[config.mk]
export PLATFORM = sky130hd
export DESIGN_NAME = utf8_break_opportunity_inserter
export DESIGN_NICKNAME = d
export VERILOG_FILES = /design/src/rtl/ubo_pkg.sv /design/src/rtl/ubo_front.sv /design/src/rtl/ubo_queue.sv /design/src/rtl/ubo_back.sv /design/src/rtl/utf8_break_opportunity_inserter.sv
export SDC_FILE = /design/constraint.sdc
export NUM_CORES = 1
export LEC_CHECK = 0
export ABC_AREA = 0
export ABC_CLOCK_PERIOD_IN_PS = 6550
export BUFFER_PORTS_ARGS = -buffer_cell sky130_fd_sc_hd__clkbuf_2
export CAP_MARGIN = 20
export CORE_ASPECT_RATIO = 2
export CORE_MARGIN = 2
export CORE_UTILIZATION = 60
export CTS_CLUSTER_DIAMETER = 30
export DETAILED_ROUTE_END_ITERATION = 16
export PLACE_DENSITY_LB_ADDON = 0.08
export SLEW_MARGIN = 0
export SYNTH_ARGS = -nofsm -noshare
export SYNTH_HDL_FRONTEND = slang
export SYNTH_SLANG_ARGS = --single-unit
[constraint.sdc]
create_clock -name aclk -period 6.55 [get_ports aclk]
set_input_delay 0.655 -clock aclk [delete_from_list [all_inputs] [get_ports aclk]]
set_output_delay 0.655 -clock aclk [all_outputs]
set_load 0.02 [all_outputs]
[src/rtl/ubo_pkg.sv]
package ubo_pkg;

    typedef logic [20:0] cp_t;

    // One decoded code point with its byte sequence and break decisions
    typedef struct packed {
        logic [3:0][7:0] bytes;     // bytes[0] is the lead byte
        logic [2:0]      cnt;       // bytes present, 1 to 4
        logic            pre_zw;    // zero-width space before the bytes
        logic            post_zw;   // zero-width space after the bytes
        logic            str_end;   // last code point of the string
    } cp_rec_t;

    localparam logic [7:0] ZW_B0 = 8'hE2;
    localparam logic [7:0] ZW_B1 = 8'h80;
    localparam logic [7:0] ZW_B2 = 8'h8B;

    localparam cp_t CP_HONORIFIC_O  = 21'h0304A;
    localparam cp_t CP_HONORIFIC_GO = 21'h03054;
    localparam cp_t CP_IDEO_COMMA   = 21'h03001;
    localparam cp_t CP_IDEO_STOP    = 21'h03002;
    localparam cp_t CP_KATA_DOT     = 21'h030FB;
    localparam cp_t CP_FW_EXCL      = 21'h0FF01;
    localparam cp_t CP_FW_COLON     = 21'h0FF1A;
    localparam cp_t CP_FW_QUEST     = 21'h0FF1F;
    localparam cp_t CP_KANJI_LO     = 21'h04E00;
    localparam cp_t CP_KANJI_HI     = 21'h09FFF;

    function automatic logic [2:0] lead_len(input logic [7:0] b);
        logic [2:0] len;
        if (!b[7]) begin
            len = 3'd1;
        end else if (b[7:5] == 3'b110) begin
            len = 3'd2;
        end else if (b[7:4] == 4'b1110) begin
            len = 3'd3;
        end else begin
            len = 3'd4;
        end
        return len;
    endfunction

    function automatic logic is_punct(input cp_t cp);
        return cp == CP_IDEO_COMMA || cp == CP_IDEO_STOP || cp == CP_KATA_DOT ||
               cp == CP_FW_EXCL || cp == CP_FW_COLON || cp == CP_FW_QUEST;
    endfunction

    function automatic logic is_kana(input cp_t cp);
        return (cp >= 21'h03041 && cp <= 21'h03096) ||
               (cp >= 21'h030A1 && cp <= 21'h030FC) ||
               (cp >= 21'h0FF66 && cp <= 21'h0FF9D);
    endfunction

    function automatic logic is_kanji(input cp_t cp);
        return cp >= CP_KANJI_LO && cp <= CP_KANJI_HI;
    endfunction

    function automatic logic is_latin(input cp_t cp);
        return (cp >= 21'h30 && cp <= 21'h39) || (cp >= 21'h41 && cp <= 21'h5A) ||
               (cp >= 21'h61 && cp <= 21'h7A);
    endfunction

    // Break after cp (preceded by prev) when ncp follows
    function automatic logic break_between(input cp_t cp, input cp_t prev, input cp_t ncp,
                                           input logic next_zw);
        logic brk;
        brk = 1'b0;
        if (!next_zw) begin
            if (is_punct(cp)) begin
                brk = 1'b1;
            end
            if (is_kana(cp) && cp != CP_HONORIFIC_O && cp != CP_HONORIFIC_GO &&
                !is_kanji(prev) && is_kanji(ncp)) begin
                brk = 1'b1;
            end
            if (is_latin(cp) && (is_kana(ncp) || is_kanji(ncp))) begin
                brk = 1'b1;
            end
            if ((is_kana(cp) || is_kanji(cp)) && is_latin(ncp)) begin
                brk = 1'b1;
            end
        end
        return brk;
    endfunction

endpackage

[src/rtl/ubo_front.sv]
module ubo_front (
    input  logic              aclk,
    input  logic              aresetn,
    input  logic              s_tvalid,
    output logic              s_tready,
    input  logic [7:0]        s_tdata,   // [7:0] in_byte
    input  logic              s_tlast,   // string_end
    input  logic              q_full,
    output logic              q_push,
    output ubo_pkg::cp_rec_t  q_rec
);
    import ubo_pkg::*;

    logic [7:0] pending_reg [3];
    logic [1:0] held_reg, held_next;
    logic [2:0] exp_reg, exp_next;
    cp_t        held_cp_reg, held_cp_next;
    cp_t        prev_cp_reg, prev_cp_next;
    logic       have_reg, have_next;

    logic            accept;
    logic [2:0]      exp_cur;
    logic [2:0]      n_now;
    logic            complete;
    logic [3:0][7:0] c;
    cp_t             cp;
    logic            zw;

    assign s_tready = !q_full;
    assign accept   = s_tvalid && s_tready;

    always_comb begin
        exp_cur  = (held_reg == 2'd0) ? lead_len(s_tdata) : exp_reg;
        n_now    = {1'b0, held_reg} + 3'd1;
        complete = (n_now >= exp_cur) || s_tlast;
        for (int i = 0; i < 3; i++) begin
            if (2'(i) < held_reg) begin
                c[i] = pending_reg[i];
            end else if (2'(i) == held_reg) begin
                c[i] = s_tdata;
            end else begin
                c[i] = 8'h00;
            end
        end
        c[3] = (held_reg == 2'd3) ? s_tdata : 8'h00;

        unique case (exp_cur)
            3'd1:    cp = {13'd0, c[0]};
            3'd2:    cp = {10'd0, c[0][4:0], c[1][5:0]};
            3'd3:    cp = {5'd0, c[0][3:0], c[1][5:0], c[2][5:0]};
            default: cp = {c[0][2:0], c[1][5:0], c[2][5:0], c[3][5:0]};
        endcase
        zw = (n_now == 3'd3) && c[0] == ZW_B0 && c[1] == ZW_B1 && c[2] == ZW_B2;

        q_push        = accept && complete;
        q_rec.bytes   = c;
        q_rec.cnt     = n_now;
        q_rec.pre_zw  = have_reg && break_between(held_cp_reg, prev_cp_reg, cp, zw);
        q_rec.post_zw = s_tlast && is_punct(cp);
        q_rec.str_end = s_tlast;
    end

    always_comb begin
        held_next    = held_reg;
        exp_next     = exp_reg;
        held_cp_next = held_cp_reg;
        prev_cp_next = prev_cp_reg;
        have_next    = have_reg;
        if (accept) begin
            exp_next  = exp_cur;
            held_next = complete ? 2'd0 : held_reg + 2'd1;
            if (complete) begin
                if (s_tlast) begin
                    held_cp_next = '0;
                    prev_cp_next = '0;
                    have_next    = 1'b0;
                end else begin
                    prev_cp_next = have_reg ? held_cp_reg : '0;
                    held_cp_next = cp;
                    have_next    = 1'b1;
                end
            end
        end
    end

    always_ff @(posedge aclk) begin
        if (!aresetn) begin
            held_reg    <= '0;
            exp_reg     <= '0;
            held_cp_reg <= '0;
            prev_cp_reg <= '0;
            have_reg    <= 1'b0;
        end else begin
            held_reg    <= held_next;
            exp_reg     <= exp_next;
            held_cp_reg <= held_cp_next;
            prev_cp_reg <= prev_cp_next;
            have_reg    <= have_next;
        end
    end

    // Only bytes of an unfinished sequence are stored
    always_ff @(posedge aclk) begin
        if (accept && !complete) begin
            pending_reg[held_reg] <= s_tdata;
        end
    end

    a_prev_clear: assert property (@(posedge aclk) disable iff (!aresetn)
        !have_reg |-> (prev_cp_reg == '0 && held_cp_reg == '0))
        else $error("history kept with nothing held");
    a_full_seq: assert property (@(posedge aclk) disable iff (!aresetn)
        (held_reg == 2'd3) |-> (exp_reg == 3'd4))
        else $error("three bytes gathered for a short sequence");
    a_push_room: assert property (@(posedge aclk) disable iff (!aresetn)
        q_push |-> !q_full)
        else $error("push into a full queue");

endmodule

[src/rtl/ubo_queue.sv]
module ubo_queue #(
    parameter int DEPTH = 4
) (
    input  logic              aclk,
    input  logic              aresetn,
    input  logic              push,
    input  ubo_pkg::cp_rec_t  push_rec,
    output logic              full,
    input  logic              pop,
    output logic              q_valid,
    output ubo_pkg::cp_rec_t  pop_rec
);
    import ubo_pkg::*;

    localparam int PW = (DEPTH > 1) ? $clog2(DEPTH) : 1;
    localparam int CW = $clog2(DEPTH + 1);

    cp_rec_t         mem_reg [DEPTH];
    logic [PW-1:0]   wr_reg, wr_next;
    logic [PW-1:0]   rd_reg, rd_next;
    logic [CW-1:0]   cnt_reg, cnt_next;
    logic            do_push, do_pop;

    assign full    = (cnt_reg == CW'(DEPTH));
    assign q_valid = (cnt_reg != '0);
    assign pop_rec = mem_reg[rd_reg];
    assign do_push = push && !full;
    assign do_pop  = pop && q_valid;

    always_comb begin
        wr_next  = wr_reg;
        rd_next  = rd_reg;
        cnt_next = cnt_reg;
        if (do_push) begin
            wr_next = (wr_reg == PW'(DEPTH - 1)) ? '0 : wr_reg + PW'(1);
        end
        if (do_pop) begin
            rd_next = (rd_reg == PW'(DEPTH - 1)) ? '0 : rd_reg + PW'(1);
        end
        if (do_push && !do_pop) begin
            cnt_next = cnt_reg + CW'(1);
        end else if (do_pop && !do_push) begin
            cnt_next = cnt_reg - CW'(1);
        end
    end

    always_ff @(posedge aclk) begin
        if (!aresetn) begin
            wr_reg  <= '0;
            rd_reg  <= '0;
            cnt_reg <= '0;
        end else begin
            wr_reg  <= wr_next;
            rd_reg  <= rd_next;
            cnt_reg <= cnt_next;
        end
    end

    always_ff @(posedge aclk) begin
        if (do_push) begin
            mem_reg[wr_reg] <= push_rec;
        end
    end

    a_cnt_range: assert property (@(posedge aclk) disable iff (!aresetn)
        cnt_reg <= CW'(DEPTH))
        else $error("queue count beyond depth");
    a_ptr_gap: assert property (@(posedge aclk) disable iff (!aresetn)
        (cnt_reg == '0) |-> (wr_reg == rd_reg))
        else $error("pointers differ on empty queue");
    a_pop_empty: assert property (@(posedge aclk) disable iff (!aresetn)
        (do_pop && !do_push) |=> (cnt_reg == $past(cnt_reg) - CW'(1)))
        else $error("pop did not drain one entry");

endmodule

[src/rtl/ubo_back.sv]
module ubo_back (
    input  logic              aclk,
    input  logic              aresetn,
    input  logic              q_valid,
    input  ubo_pkg::cp_rec_t  q_rec,
    output logic              q_pop,
    output logic              m_tvalid,
    input  logic              m_tready,
    output logic [7:0]        m_tdata,   // [7:0] out_byte
    output logic              m_tlast,   // run_last
    output logic              m_tuser    // string_done
);
    import ubo_pkg::*;

    typedef enum logic [1:0] {PH_PRE, PH_DATA, PH_POST} phase_t;

    cp_rec_t    cur_reg;
    logic       cur_valid_reg;
    phase_t     phase_reg;
    logic [1:0] idx_reg;
    logic       m_valid_reg;
    logic [7:0] m_data_reg;
    logic       m_last_reg;
    logic       m_user_reg;

    logic       can_out;
    logic       emit;
    logic       last;
    logic [7:0] byte_out;
    phase_t     phase_adv;
    logic [1:0] idx_adv;
    logic [7:0] zw_byte;

    always_comb begin
        unique case (idx_reg)
            2'd0:    zw_byte = ZW_B0;
            2'd1:    zw_byte = ZW_B1;
            default: zw_byte = ZW_B2;
        endcase
    end

    always_comb begin
        can_out   = !m_valid_reg || m_tready;
        emit      = cur_valid_reg && can_out;
        last      = 1'b0;
        phase_adv = phase_reg;
        idx_adv   = idx_reg + 2'd1;
        byte_out  = zw_byte;
        unique case (phase_reg)
            PH_PRE: begin
                if (idx_reg == 2'd2) begin
                    phase_adv = PH_DATA;
                    idx_adv   = 2'd0;
                end
            end
            PH_DATA: begin
                byte_out = cur_reg.bytes[idx_reg];
                if ({1'b0, idx_reg} == cur_reg.cnt - 3'd1) begin
                    if (cur_reg.post_zw) begin
                        phase_adv = PH_POST;
                        idx_adv   = 2'd0;
                    end else begin
                        last = 1'b1;
                    end
                end
            end
            default: begin
                last = (idx_reg == 2'd2);
            end
        endcase
        q_pop = q_valid && (!cur_valid_reg || (emit && last));
    end

    always_ff @(posedge aclk) begin
        if (!aresetn) begin
            cur_valid_reg <= 1'b0;
            phase_reg     <= PH_PRE;
            idx_reg       <= '0;
            m_valid_reg   <= 1'b0;
        end else begin
            if (q_pop) begin
                cur_valid_reg <= 1'b1;
                cur_reg       <= q_rec;
                phase_reg     <= q_rec.pre_zw ? PH_PRE : PH_DATA;
                idx_reg       <= '0;
            end else if (emit) begin
                if (last) begin
                    cur_valid_reg <= 1'b0;
                end
                phase_reg <= phase_adv;
                idx_reg   <= idx_adv;
            end
            if (emit) begin
                m_valid_reg <= 1'b1;
                m_data_reg  <= byte_out;
                m_last_reg  <= last;
                m_user_reg  <= last && cur_reg.str_end;
            end else if (m_tready) begin
                m_valid_reg <= 1'b0;
            end
        end
    end

    assign m_tvalid = m_valid_reg;
    assign m_tdata  = m_data_reg;
    assign m_tlast  = m_last_reg;
    assign m_tuser  = m_user_reg;

    a_done_last: assert property (@(posedge aclk) disable iff (!aresetn)
        (m_valid_reg && m_user_reg) |-> m_last_reg)
        else $error("string end without run end");
    a_pop_only_free: assert property (@(posedge aclk) disable iff (!aresetn)
        q_pop |-> (!cur_valid_reg || (emit && last)))
        else $error("record loaded over one in progress");
    a_data_idx: assert property (@(posedge aclk) disable iff (!aresetn)
        (cur_valid_reg && phase_reg == PH_DATA) |-> ({1'b0, idx_reg} < cur_reg.cnt))
        else $error("byte index past sequence length");
    a_post_rule: assert property (@(posedge aclk) disable iff (!aresetn)
        (cur_valid_reg && phase_reg == PH_POST) |-> cur_reg.str_end)
        else $error("trailing space away from string end");

endmodule

[src/rtl/utf8_break_opportunity_inserter.sv]
// UTF-8 break opportunity inserter. Bytes of a string enter on the s_ channel (s_tlast marks
// the final byte of a string) and leave unchanged on the m_ channel, with the zero-width
// space E2 80 8B inserted after a code point where a line break is allowed; m_tlast marks
// the last output byte caused by one input code point and m_tuser the last byte of a string.
// The front gathers and decodes a code point and makes the break decision in the cycle
// its final byte is accepted; a queue of QUEUE_DEPTH code points separates it from the
// back, which sends one output byte per cycle while m_tready is high, through a registered
// output. An input byte is accepted in every cycle the queue has room, so throughput is
// set by the output: each code point costs its own bytes plus three bytes for every
// inserted space. The queue entry, the current-record register and the output register
// lie between the final byte of a code point and its first output byte.
module utf8_break_opportunity_inserter #(
    parameter int QUEUE_DEPTH = 4
) (
    input  logic       aclk,
    input  logic       aresetn,
    input  logic       s_tvalid,
    output logic       s_tready,
    input  logic [7:0] s_tdata,   // [7:0] in_byte
    input  logic       s_tlast,   // string_end
    output logic       m_tvalid,
    input  logic       m_tready,
    output logic [7:0] m_tdata,   // [7:0] out_byte
    output logic       m_tlast,   // run_last
    output logic       m_tuser    // string_done
);
    import ubo_pkg::*;

    cp_rec_t push_rec;
    cp_rec_t pop_rec;
    logic    push;
    logic    full;
    logic    pop;
    logic    q_valid;

    ubo_front u_front (
        .aclk     (aclk),
        .aresetn  (aresetn),
        .s_tvalid (s_tvalid),
        .s_tready (s_tready),
        .s_tdata  (s_tdata),
        .s_tlast  (s_tlast),
        .q_full   (full),
        .q_push   (push),
        .q_rec    (push_rec)
    );

    ubo_queue #(.DEPTH(QUEUE_DEPTH)) u_queue (
        .aclk     (aclk),
        .aresetn  (aresetn),
        .push     (push),
        .push_rec (push_rec),
        .full     (full),
        .pop      (pop),
        .q_valid  (q_valid),
        .pop_rec  (pop_rec)
    );

    ubo_back u_back (
        .aclk     (aclk),
        .aresetn  (aresetn),
        .q_valid  (q_valid),
        .q_rec    (pop_rec),
        .q_pop    (pop),
        .m_tvalid (m_tvalid),
        .m_tready (m_tready),
        .m_tdata  (m_tdata),
        .m_tlast  (m_tlast),
        .m_tuser  (m_tuser)
    );

endmodule
==> results of run 1 <==
logic make-up (layout without fill, tap and decap cells):
group	Yosys count	after routing	share of synthesized area (%)
AO/OA/AOI/OAI	185	185	9.92
AND/OR/NAND/NOR	288	288	11.8
buffers and inverters	88	132	3.00
flip-flops	277	277	62.9
adder cells (fa/ha/maj)	19	19	1.96
multiplexers	65	65	9.98
XOR/XNOR	6	6	0.425
final cells by class:
class                   instances  area, µm²
repair buffers                 48        313
well taps                     266        333
multi-input cells             563       4230
clock buffers                  32        779
clock inverters                25        333
fillers                      1448       6500
inverters                      27        101
flip-flops and latches        277       7780
path summary, 6_finish.rpt:
path,cells past startpoint,endpoint
setup / recovery,16,u_queue.cnt_reg[2]
hold / removal,1,u_front.pending_reg[1][7]
setup reg to reg,16,u_queue.cnt_reg[2]
hold reg to reg,2,u_front.held_cp_reg[19]
routing by layer:
layer	vias to the layer above	part of all wire (%)	track usage [%]
li1	3602	-	-
met1	3835	34	28.5
met2	280	54	48.5
met3	104	4.1	3.21
met4	0	7.4	18.2
met5	-	0	0
cell usage in the layout (no fill, tap or decap), types with 6 or more instances in the layout:
master / instances
a211oi_1: 8
a21oi_1: 52
a22oi_1: 13
a31oi_1: 8
and2_1: 13
buf_4: 23
clkbuf_16: 31
clkbuf_2: 24
dfxtp_1: 53
edfxtp_1: 223
ha_1: 17
inv_1: 26
mux2_2: 6
mux2i_1: 13
mux4_2: 46
nand2_1: 78
nand3_1: 16
nand3b_1: 13
nand4_1: 7
nor2_1: 73
nor2b_1: 7
nor3_1: 28
nor3b_1: 6
nor4b_1: 8
o21ai_0: 44
or4_1: 7
where the power goes:
group	internal (mW)	switching (mW)	leakage, nW
clock	1.09	0.729	0.542
combinational	0.443	0.604	1.58
sequential	2.17	0.0790	2.46
total	3.70	1.41	4.59
metrics by stage:
| stage | std cells | hold slack [ns] |
|---|---|---|
| 6_report | 1238 | 0.414 |
| 5_1_grt | 1238 | 0.412 |
| 4_1_cts | 1237 | 0.399 |
| 3_5_place_dp | 1180 | 0.463 |
| 3_3_place_gp | 1179 | 0.465 |
| 2_1_floorplan | 928 | 0.440 |
critical path, delay by kind of cell (launching register included):
| kind | cells | cell delay [ns] |
|---|---|---|
| AO/OA/AOI/OAI | 3 | 1.00 |
| XOR/XNOR | 1 | 0.17 |
| adder cells (fa/ha/maj) | 4 | 1.58 |
| buffers and inverters | 5 | 1.01 |
| flip-flops | 1 | 0.52 |
| AND/OR/NAND/NOR | 3 | 0.88 |
==> run summary, run 1 <==
CP max-delay cell -> o21ai_1
Setup ws final -> 1.29 ns
Syn Nets -> 959
CP Max Fanout -> 23
Core Area -> 20,400 µm²
Worst IR Drop VDD -> 0.322 mV
Place WS -> 1.35 ns
Sequential share of the synthesized area -> 62.9%
Synth area leader -> edfxtp_1
RSZ-0062 raised after global routing -> no
CTS Buf Count -> 31
GRT Overall Usage -> 26.8%
Share of flip-flops with an asynchronous set or reset -> 0%
Synth Warn # -> 0
First-pass GRT wire length -> 44,600 µm
Sink Count -> 277
Worst Skew -> 0.0100 ns
Synth Cell Area -> 12,400 µm²
Pin count of the biggest net entering global routing -> 52
Clk root buf -> clkbuf_16
Maxcap violations -> 0
CP max stage delay -> 0.75 ns
Layout overhead on the synthesized area -> 12.1%
Max_slew headroom -> 29.2%
Setup Fix Bufs, Post-CTS -> 0
Crit path top cell by count -> inv_1
Worst hold start -> s_tdata[7]
Clk_lat worst skew -> 0.55 ns
Post-synth top area share -> 54.1%
Crit path DAT -> 5.73 ns
Crit start category -> flip-flop
I/O Pins -> 25
Crit path time final -> 5.26 ns
Remaining DRCs -> 0
Hold_buf cts -> 0
Reg2reg start -> u_front.held_reg[1]
Final setup fails -> 0
Antenna cell count -> 0
Flop2flop setup slack -> 1.29 ns
Max Buffers Root-to-Sink -> 3
Fmax -> 190 MHz
Syn Area/Cell -> 13.3 µm²
Final Hold Fails -> 0
Power Density -> 369 nW/µm²
Critical path data required time -> 7.02 ns
DR pass1 iterations -> 8
Final Max Slew Viols -> 0
Period utilisation layout -> 80.3%
Via Count -> 7,821
Worst setup path start -> u_front.held_reg[1]
Setup TNS -> 0 ns
Die H -> 207 µm
Die footprint -> 21,800 µm²
Chip Width -> 106 µm
CTS clk-pin slew, worst paths -> 0.07 ns
Leakage power -> 4.59 nW
Initial Utilization -> 60.7%
Routed wire per std cell -> 23.2 µm
Finished Cell Area -> 13,900 µm²
Overall Power -> 5.11 mW
Cells along the critical path -> inv_1 > ha_1 > nand2_1 > o21ai_1 > inv_1 > ha_1 > a211oi_1 > or2_2 > inv_1 > buf_4 > ha_1 > inv_1 > fa_1 > xor2_1 > or3_1 > a21oi_1
EDFF count, synth -> 223
Nets -> 979
Most instantiated cells after synthesis -> edfxtp_1, nand2_1, nor2_1
Max reg flops -> 152
Crit Path Class -> flip-flop to flip-flop
DR iter-0 viols -> 560
Final core occ -> 68.1%
Top_reg_cell synth -> edfxtp_1
Antenna violations before repair -> 0
Vias in the first global route -> 8,217
Mapped Cells -> 928
CP endpoint kind -> flip-flop
H-Tree Depth -> 1
Post_cts resized -> 0
Port bufs -> 24
Share of post-route cells with drive strength above 1 -> 18.7%
Worst-Margin Slew -> 1.06 ns
Placer congestion estimate -> 0.882
Post-DP Area -> 12,700 µm²
Final WL -> 28,700 µm
Status -> finished, final reports clean
Yosys reg bits -> 277
Top area cells in the synthesized netlist -> edfxtp_1, dfxtp_1, mux4_2
Min-delay worst type -> input pin to flip-flop
Row count -> 74
Post-synth cell types -> 81
Vias per cell -> 6.32
CTS tree -> built
GRT overflow -> 0
Most frequent cell after synthesis -> edfxtp_1
DRT antenna net count -> 0
Detailed placement HPWL -> 19,800 µm
Note: power is estimated with default switching activity, not from simulation.
==> inputs of run 2 (changes only) <==
--- a/config.mk
+++ b/config.mk
@@ -6,12 +6,12 @@
 export NUM_CORES = 1
 export LEC_CHECK = 0
 export ABC_AREA = 0
-export ABC_CLOCK_PERIOD_IN_PS = 6550
+export ABC_CLOCK_PERIOD_IN_PS = 4200
 export BUFFER_PORTS_ARGS = -buffer_cell sky130_fd_sc_hd__clkbuf_2
 export CAP_MARGIN = 20
 export CORE_ASPECT_RATIO = 2
 export CORE_MARGIN = 2
-export CORE_UTILIZATION = 60
+export CORE_UTILIZATION = 56
 export CTS_CLUSTER_DIAMETER = 30
 export DETAILED_ROUTE_END_ITERATION = 16
 export PLACE_DENSITY_LB_ADDON = 0.08
==> constraint.sdc (replaced) <==
create_clock -name aclk -period 4.2 [get_ports aclk]
set_input_delay 0.42 -clock aclk [delete_from_list [all_inputs] [get_ports aclk]]
set_output_delay 0.42 -clock aclk [all_outputs]
set_load 0.02 [all_outputs]
==> run 2 against run 1 <==
  * Combinational power is 55% higher
  * Largest power group unchanged
  * Critical endpoint is now u_queue.mem_reg[3][2]
  * Design area is 1.6% higher
  * Clock power is 63% higher
  * Sequential power is 59% higher
==> run summary, run 2 (synthesized netlist as in run 1, its figures left out) <==
Antenna cell count -> 0 (unchanged)
Most frequent cells in the layout -> edfxtp_1, nand2_1, nor2_1 (unchanged)
Overall Power -> 8.17 mW (was 5.11 mW)
Crit path top cell by count -> inv_1 (unchanged)
Pin count of the biggest net entering global routing -> 52 (unchanged)
Reg2reg start -> u_front.held_reg[0] (was u_front.held_reg[1])
Max Buffers Root-to-Sink -> 3 (unchanged)
WP buf/inv -> 3 (was 5)
Largest delay share family, worst path -> compound AO/OA/AOI/OAI gates (was adder cells)
Worst hold start -> s_tdata[1] (was s_tdata[7])
Worst setup path start -> u_front.held_reg[0] (was u_front.held_reg[1])
Clk root buf -> clkbuf_16 (unchanged)
Crit path depth -> 12 (was 16)
Uppermost routed layer -> met4 (unchanged)
Chip Width -> 109 µm (was 106 µm)
Max reg flops -> 152 (unchanged)
CTS Buf Count -> 34 (was 31)
I/O Pins -> 25 (unchanged)
Worst IR Drop VDD -> 0.472 mV (was 0.322 mV)
DR iter-0 viols -> 778 (was 560)
Die H -> 214 µm (was 207 µm)
CP Max Fanout -> 11 (was 23)
DRT antenna net count -> 0 (unchanged)
Final Hold Fails -> 0 (unchanged)
Nets -> 1,000 (was 979)
H-Tree Depth -> 2 (was 1)
CTS tree -> built (unchanged)
Flop2flop setup slack -> 0.25 ns (was 1.29 ns)
Power Density -> 580 nW/µm² (was 369 nW/µm²)
First-pass GRT wire length -> 46,300 µm (was 44,600 µm)
CP endpoint kind -> flip-flop (unchanged)
Worst-Margin Slew -> 0.984 ns (was 1.06 ns)
Fmax -> 253 MHz (was 190 MHz)
Final core occ -> 64.4% (was 68.1%)
Sink Count -> 277 (unchanged)
CP max-delay cell -> nor4bb_1 (was o21ai_1)
Port bufs -> 24 (unchanged)
GRT Overall Usage -> 26.4% (was 26.8%)
Routed wire per std cell -> 23.0 µm (was 23.2 µm)
Vias per cell -> 6.27 (was 6.32)
CP max stage delay -> 0.46 ns (was 0.75 ns)
Antenna violations before repair -> 0 (unchanged)
Critical path data required time -> 4.53 ns (was 7.02 ns)
Setup TNS -> 0 ns (unchanged)
RSZ-0062 raised after global routing -> no (unchanged)
Remaining DRCs -> 0 (unchanged)
Setup ws final -> 0.248 ns (was 1.29 ns)
Core Area -> 21,900 µm² (was 20,400 µm²)
Die footprint -> 23,400 µm² (was 21,800 µm²)
Number of cells on the worst reg-to-reg path -> 12 (was 16)
GRT overflow -> 0 (unchanged)
Detailed placement HPWL -> 19,800 µm (about the same)
Row count -> 77 (was 74)
Period utilisation layout -> 94.1% (was 80.3%)
Crit start category -> flip-flop (unchanged)
Post-DP Area -> 12,900 µm² (was 12,700 µm²)
Status -> finished, final reports clean (unchanged)
Maxcap violations -> 0 (unchanged)
Initial Utilization -> 56.5% (was 60.7%)
Max_slew headroom -> 33.7% (was 29.2%)
Leakage power -> 4.69 nW (was 4.59 nW)
Place WS -> 0.424 ns (was 1.35 ns)
Finished Cell Area -> 14,100 µm² (was 13,900 µm²)
Cells along the critical path -> inv_1 > ha_2 > buf_4 > mux2i_2 > inv_1 > mux2i_1 > o22ai_1 > nor4_2 > nor4bb_1 > o311ai_0 > a31o_1 > a41oi_2 (was inv_1 > ha_1 > nand2_1 > o21ai_1 > inv_1 > ha_1 > a211oi_1 > or2_2 > inv_1 > buf_4 > ha_1 > inv_1 > fa_1 > xor2_1 > or3_1 > a21oi_1)
Share of post-route cells with drive strength above 1 -> 20.6% (was 18.7%)
Met3 WL -> 1260 µm (was 1180 µm)
Layout overhead on the synthesized area -> 14.0% (was 12.1%)
CTS clk-pin slew, worst paths -> 0.06 ns (was 0.07 ns)
Placer congestion estimate -> 0.974 (was 0.882)
Critical Path Sink -> u_queue.mem_reg[3][2] (was u_queue.cnt_reg[2])
Vias in the first global route -> 8,065 (was 8,217)
Most common cell after layout, fill and taps aside -> edfxtp_1 (unchanged)
Final Max Slew Viols -> 0 (unchanged)
Worst reg2reg path endpoint -> u_queue.mem_reg[3][2] (was u_queue.cnt_reg[2])
DR pass1 iterations -> 5 (was 8)
Min-delay worst type -> input pin to flip-flop (unchanged)
Detail Route met2 WL -> 15,400 µm (was 15,500 µm)
Final WL -> 29,200 µm (was 28,700 µm)
Crit path time final -> 3.95 ns (was 5.26 ns)
Final setup fails -> 0 (unchanged)
Via Count -> 7,964 (was 7,821)
Metal-1 WL -> 11,400 µm (was 9850 µm)
Clk_lat worst skew -> 0.52 ns (was 0.55 ns)
Crit Path Class -> flip-flop to flip-flop (unchanged)
Worst Skew -> 0.0216 ns (was 0.0100 ns)
Crit path DAT -> 4.28 ns (was 5.73 ns)
==> run 2: layer usage <==
layer  vias to the layer above  GRT usage [%]
met5                         -              0
met4                         0           11.1
met3                        75           3.65
met2                       249           44.7
met1                      3992           33.7
li1                       3648              -
==> run 2: how the worst min path moves through the flow <==
stage                                     end  cells after the start
floorplan             u_front.held_cp_reg[17]                      2
global placement      u_front.held_cp_reg[16]                      2
detailed placement    u_front.held_cp_reg[16]                      2
CTS                 u_front.pending_reg[0][1]                      1
global route        u_front.pending_reg[2][1]                      1
finish              u_front.pending_reg[2][1]                      1
==> run 2: power by group <==
part	switching [mW]	total, mW	internal [mW]
Sequential	0.190	3.57	3.38
Combinational	0.921	1.63	0.712
Clock	1.15	2.96	1.81
==> run 2: stage by stage <==
stage / hold slack, ns / cells
floorplan: 0.440 / 928
global placement: 0.460 / 1209
detailed placement: 0.465 / 1209
CTS: 0.190 / 1270
global route: 0.202 / 1270
finish: 0.212 / 1270
==> run 2: repair_timing <==
item,4_1_cts,5_1_grt
hold buffers,0,0
setup endpoints to repair,0,4
buffers inserted,0,0
gates resized for setup,0,2
==> run 2: area by class of cell <==
cell class,instances,area (µm²)
repair buffers,66,460
flip-flops and latches,277,7780
clock buffers,37,883
well taps,276,345
inverters,27,101
clock inverters,24,289
fillers,1590,7770
multi-input cells,563,4240
==> inputs of run 3 (changes only) <==
--- a/config.mk
+++ b/config.mk
@@ -14,7 +14,7 @@
 export CORE_UTILIZATION = 56
 export CTS_CLUSTER_DIAMETER = 30
 export DETAILED_ROUTE_END_ITERATION = 16
-export PLACE_DENSITY_LB_ADDON = 0.08
+export PLACE_DENSITY = 0.77
 export SLEW_MARGIN = 0
 export SYNTH_ARGS = -nofsm -noshare
 export SYNTH_HDL_FRONTEND = slang
==> run 3 against run 2 <==
  * Clock power shrank 12%
  * Combinational power is essentially flat
  * Clock skew grew 0.0041 ns
  * Via count grew 0.14%
  * Hold slack lost 0.047 ns
  * Die area is the same
  * Total power shrank 4.8%
  * Utilization shrank 0.99 points
  * Fmax shrank 1.3%
  * Critical path type unchanged
  * Global-route usage shrank 1.1 points
==> run summary, run 3 (synthesized netlist as in run 1, its figures left out) <==
Nets -> 993 (was 1,000)
DR pass1 iterations -> 5 (unchanged)
Switching Fraction -> 29.4% (was 27.7%)
Most common cell after layout, fill and taps aside -> edfxtp_1 (unchanged)
Setup TNS -> 0 ns (unchanged)
Maxcap violations -> 0 (unchanged)
Worst-Margin Slew -> 1.17 ns (was 0.984 ns)
Final Hold Fails -> 0 (unchanged)
Max_slew headroom -> 21.3% (was 33.7%)
Largest delay share family, worst path -> compound AO/OA/AOI/OAI gates (unchanged)
Fillers -> 1,578 (was 1,590)
Via Count -> 7,975 (was 7,964)
Layout overhead on the synthesized area -> 12.2% (was 14.0%)
Core Area -> 21,900 µm² (unchanged)
Cells along the critical path -> inv_1 > ha_1 > o21ai_0 > nor3_1 > o21ai_0 > o211ai_1 > a2111oi_4 > o2111ai_1 > a31o_1 > a41oi_2 (was inv_1 > ha_2 > buf_4 > mux2i_2 > inv_1 > mux2i_1 > o22ai_1 > nor4_2 > nor4bb_1 > o311ai_0 > a31o_1 > a41oi_2)
Fmax -> 250 MHz (was 253 MHz)
Pin count of the biggest net entering global routing -> 52 (unchanged)
H-Tree Depth -> 1 (was 2)
Row count -> 77 (unchanged)
Vias in the first global route -> 7,971 (was 8,065)
Final hold slack -> 0.165 ns (was 0.212 ns)
Placer congestion estimate -> 0.900 (was 0.974)
Max Buffers Root-to-Sink -> 3 (unchanged)
DRT antenna net count -> 0 (unchanged)
GRT overflow -> 0 (unchanged)
Die H -> 214 µm (unchanged)
Final setup fails -> 0 (unchanged)
WP buf/inv -> 1 (was 3)
Worst IR Drop VDD -> 0.402 mV (was 0.472 mV)
DR iter-0 viols -> 595 (was 778)
CTS clk-pin slew, worst paths -> 0.06 ns (about the same)
Hold endpoint -> u_front.pending_reg[0][1] (was u_front.pending_reg[2][1])
Most frequent cells in the layout -> edfxtp_1, nand2_1, nor2_1 (unchanged)
Crit Path Class -> flip-flop to flip-flop (unchanged)
Final Max Slew Viols -> 0 (unchanged)
Clock power share -> 33.4% (was 36.3%)
Period utilisation layout -> 95.3% (was 94.1%)
Pint -> 5.49 mW (was 5.90 mW)
Crit path top cell by count -> o21ai_0 (was inv_1)
RSZ-0062 raised after global routing -> no (unchanged)
First-pass GRT wire length -> 44,500 µm (was 46,300 µm)
Die footprint -> 23,400 µm² (unchanged)
Reg2reg start -> u_front.held_reg[0] (unchanged)
Crit path DAT -> 4.36 ns (was 4.28 ns)
CTS tree -> built (unchanged)
Initial Utilization -> 56.5% (unchanged)
Final core occ -> 63.5% (was 64.4%)
Crit path time final -> 4.00 ns (was 3.95 ns)
Layout Cells excl Fill -> 1,263 (was 1,270)
Logic pwr share -> 20.7% (was 20.0%)
Routed wire per std cell -> 22.7 µm (was 23.0 µm)
Flop2flop setup slack -> 0.20 ns (was 0.25 ns)
I/O Pins -> 25 (unchanged)
Net switching power figure -> 2.29 mW (was 2.27 mW)
Detailed placement HPWL -> 18,900 µm (was 19,800 µm)
Hold Path Cell Cnt -> 1 (unchanged)
Number of cells on the worst reg-to-reg path -> 10 (was 12)
Clk root buf -> clkbuf_16 (unchanged)
Setup Fix Bufs, Post-CTS -> 0 (unchanged)
Power Density -> 561 nW/µm² (was 580 nW/µm²)
CP endpoint kind -> flip-flop (unchanged)
Vias per cell -> 6.31 (was 6.27)
Min-delay worst type -> input pin to flip-flop (unchanged)
CTS Buf Count -> 31 (was 34)
Worst reg2reg path endpoint -> u_queue.mem_reg[2][2] (was u_queue.mem_reg[3][2])
Max reg flops -> 152 (unchanged)
Status -> finished, final reports clean (unchanged)
Leakage power -> 4.60 nW (was 4.69 nW)
CP max-delay cell -> o21ai_0 (was nor4bb_1)
Sequential share of power -> 45.8% (was 43.7%)
GRT Overall Usage -> 25.3% (was 26.4%)
Worst Skew -> 0.0257 ns (was 0.0216 ns)
Chip Width -> 109 µm (unchanged)
Port bufs -> 24 (unchanged)
Antenna cell count -> 0 (unchanged)
Remaining DRCs -> 0 (unchanged)
Sink Count -> 277 (unchanged)
CP Max Fanout -> 13 (was 11)
Critical path data required time -> 4.56 ns (was 4.53 ns)
Share of post-route cells with drive strength above 1 -> 20.0% (was 20.6%)
CP max stage delay -> 0.98 ns (was 0.46 ns)
Antenna violations before repair -> 0 (unchanged)
Worst hold start -> s_tdata[1] (unchanged)
Final WL -> 28,700 µm (was 29,200 µm)
DP Cell Count -> 1,205 (was 1,209)
Crit start category -> flip-flop (unchanged)
Clk_lat worst skew -> 0.57 ns (was 0.52 ns)
[run 3: cell count changes in the layout (fill, tap and decap cells not counted), sizes merged]
cell      delta
clkbuf       -6
clkinvlp     -1
inv          +8
buf          -4
bufinv       -4
[run 3: metal layers]
metal  GRT usage, %  vias to the layer above  part of all wire, %
met3           2.89                       90                  4.7
met5              0                        -                    0
met1           31.1                     3952                   38
met4           11.1                        0                  4.7
li1               -                     3647                    -
met2           44.2                      286                   52
[run 3: how the worst max path moves through the flow]
stage,start,slack (ns),depth (start not counted),end
finish,u_front.held_reg[0],0.20,10,u_queue.mem_reg[2][2]
global route,u_front.held_reg[0],0.06,15,u_queue.cnt_reg[2]
CTS,u_front.held_reg[0],0.21,11,u_queue.mem_reg[2][2]
detailed placement,u_front.held_reg[0],0.23,11,u_queue.mem_reg[3][2]
global placement,u_front.held_reg[0],0.38,11,u_queue.mem_reg[0][2]
floorplan,u_front.held_reg[1],0.07,21,u_queue.cnt_reg[2]
[run 3: layout make-up]
type / count / area [µm²] / area share (%)
Clock buffer: 31 / 776 / 5.59
Clock inverter: 27 / 235 / 1.69
Inverter: 27 / 101 / 0.730
Multi-Input combinational cell: 563 / 4240 / 30.5
Sequential cell: 277 / 7780 / 56.0
Tap cell: 276 / 345 / 2.49
Timing Repair Buffer: 62 / 405 / 2.92
[run 3: power by group through the flow]
stage | clock network [mW] | logic, mW | registers [mW]
4_1_cts | 2.65 | 1.63 | 3.57
6_report | 2.60 | 1.61 | 3.56
3_5_place_dp | 0 | 1.61 | 3.62
3_3_place_gp | 0 | 1.55 | 3.59
2_1_floorplan | 0 | 1.20 | 3.54
5_1_grt | 2.75 | 1.75 | 3.60
[run 3: what timing repair did]
item / 4_1_cts / 5_1_grt
resized for setup: 0 / 1
hold buffers: 0 / 0
setup endpoints to repair: 0 / 4
[run 3: per-stage QoR]
stage | total power [mW] | worst slack [ns] | instance area [µm²]
2_1_floorplan | 4.74 | 0.0686 | 12400
3_3_place_gp | 5.14 | 0.382 | 12900
3_5_place_dp | 5.23 | 0.231 | 12900
4_1_cts | 7.85 | 0.210 | 13900
5_1_grt | 8.10 | 0.0632 | 13900
6_report | 7.78 | 0.198 | 13900
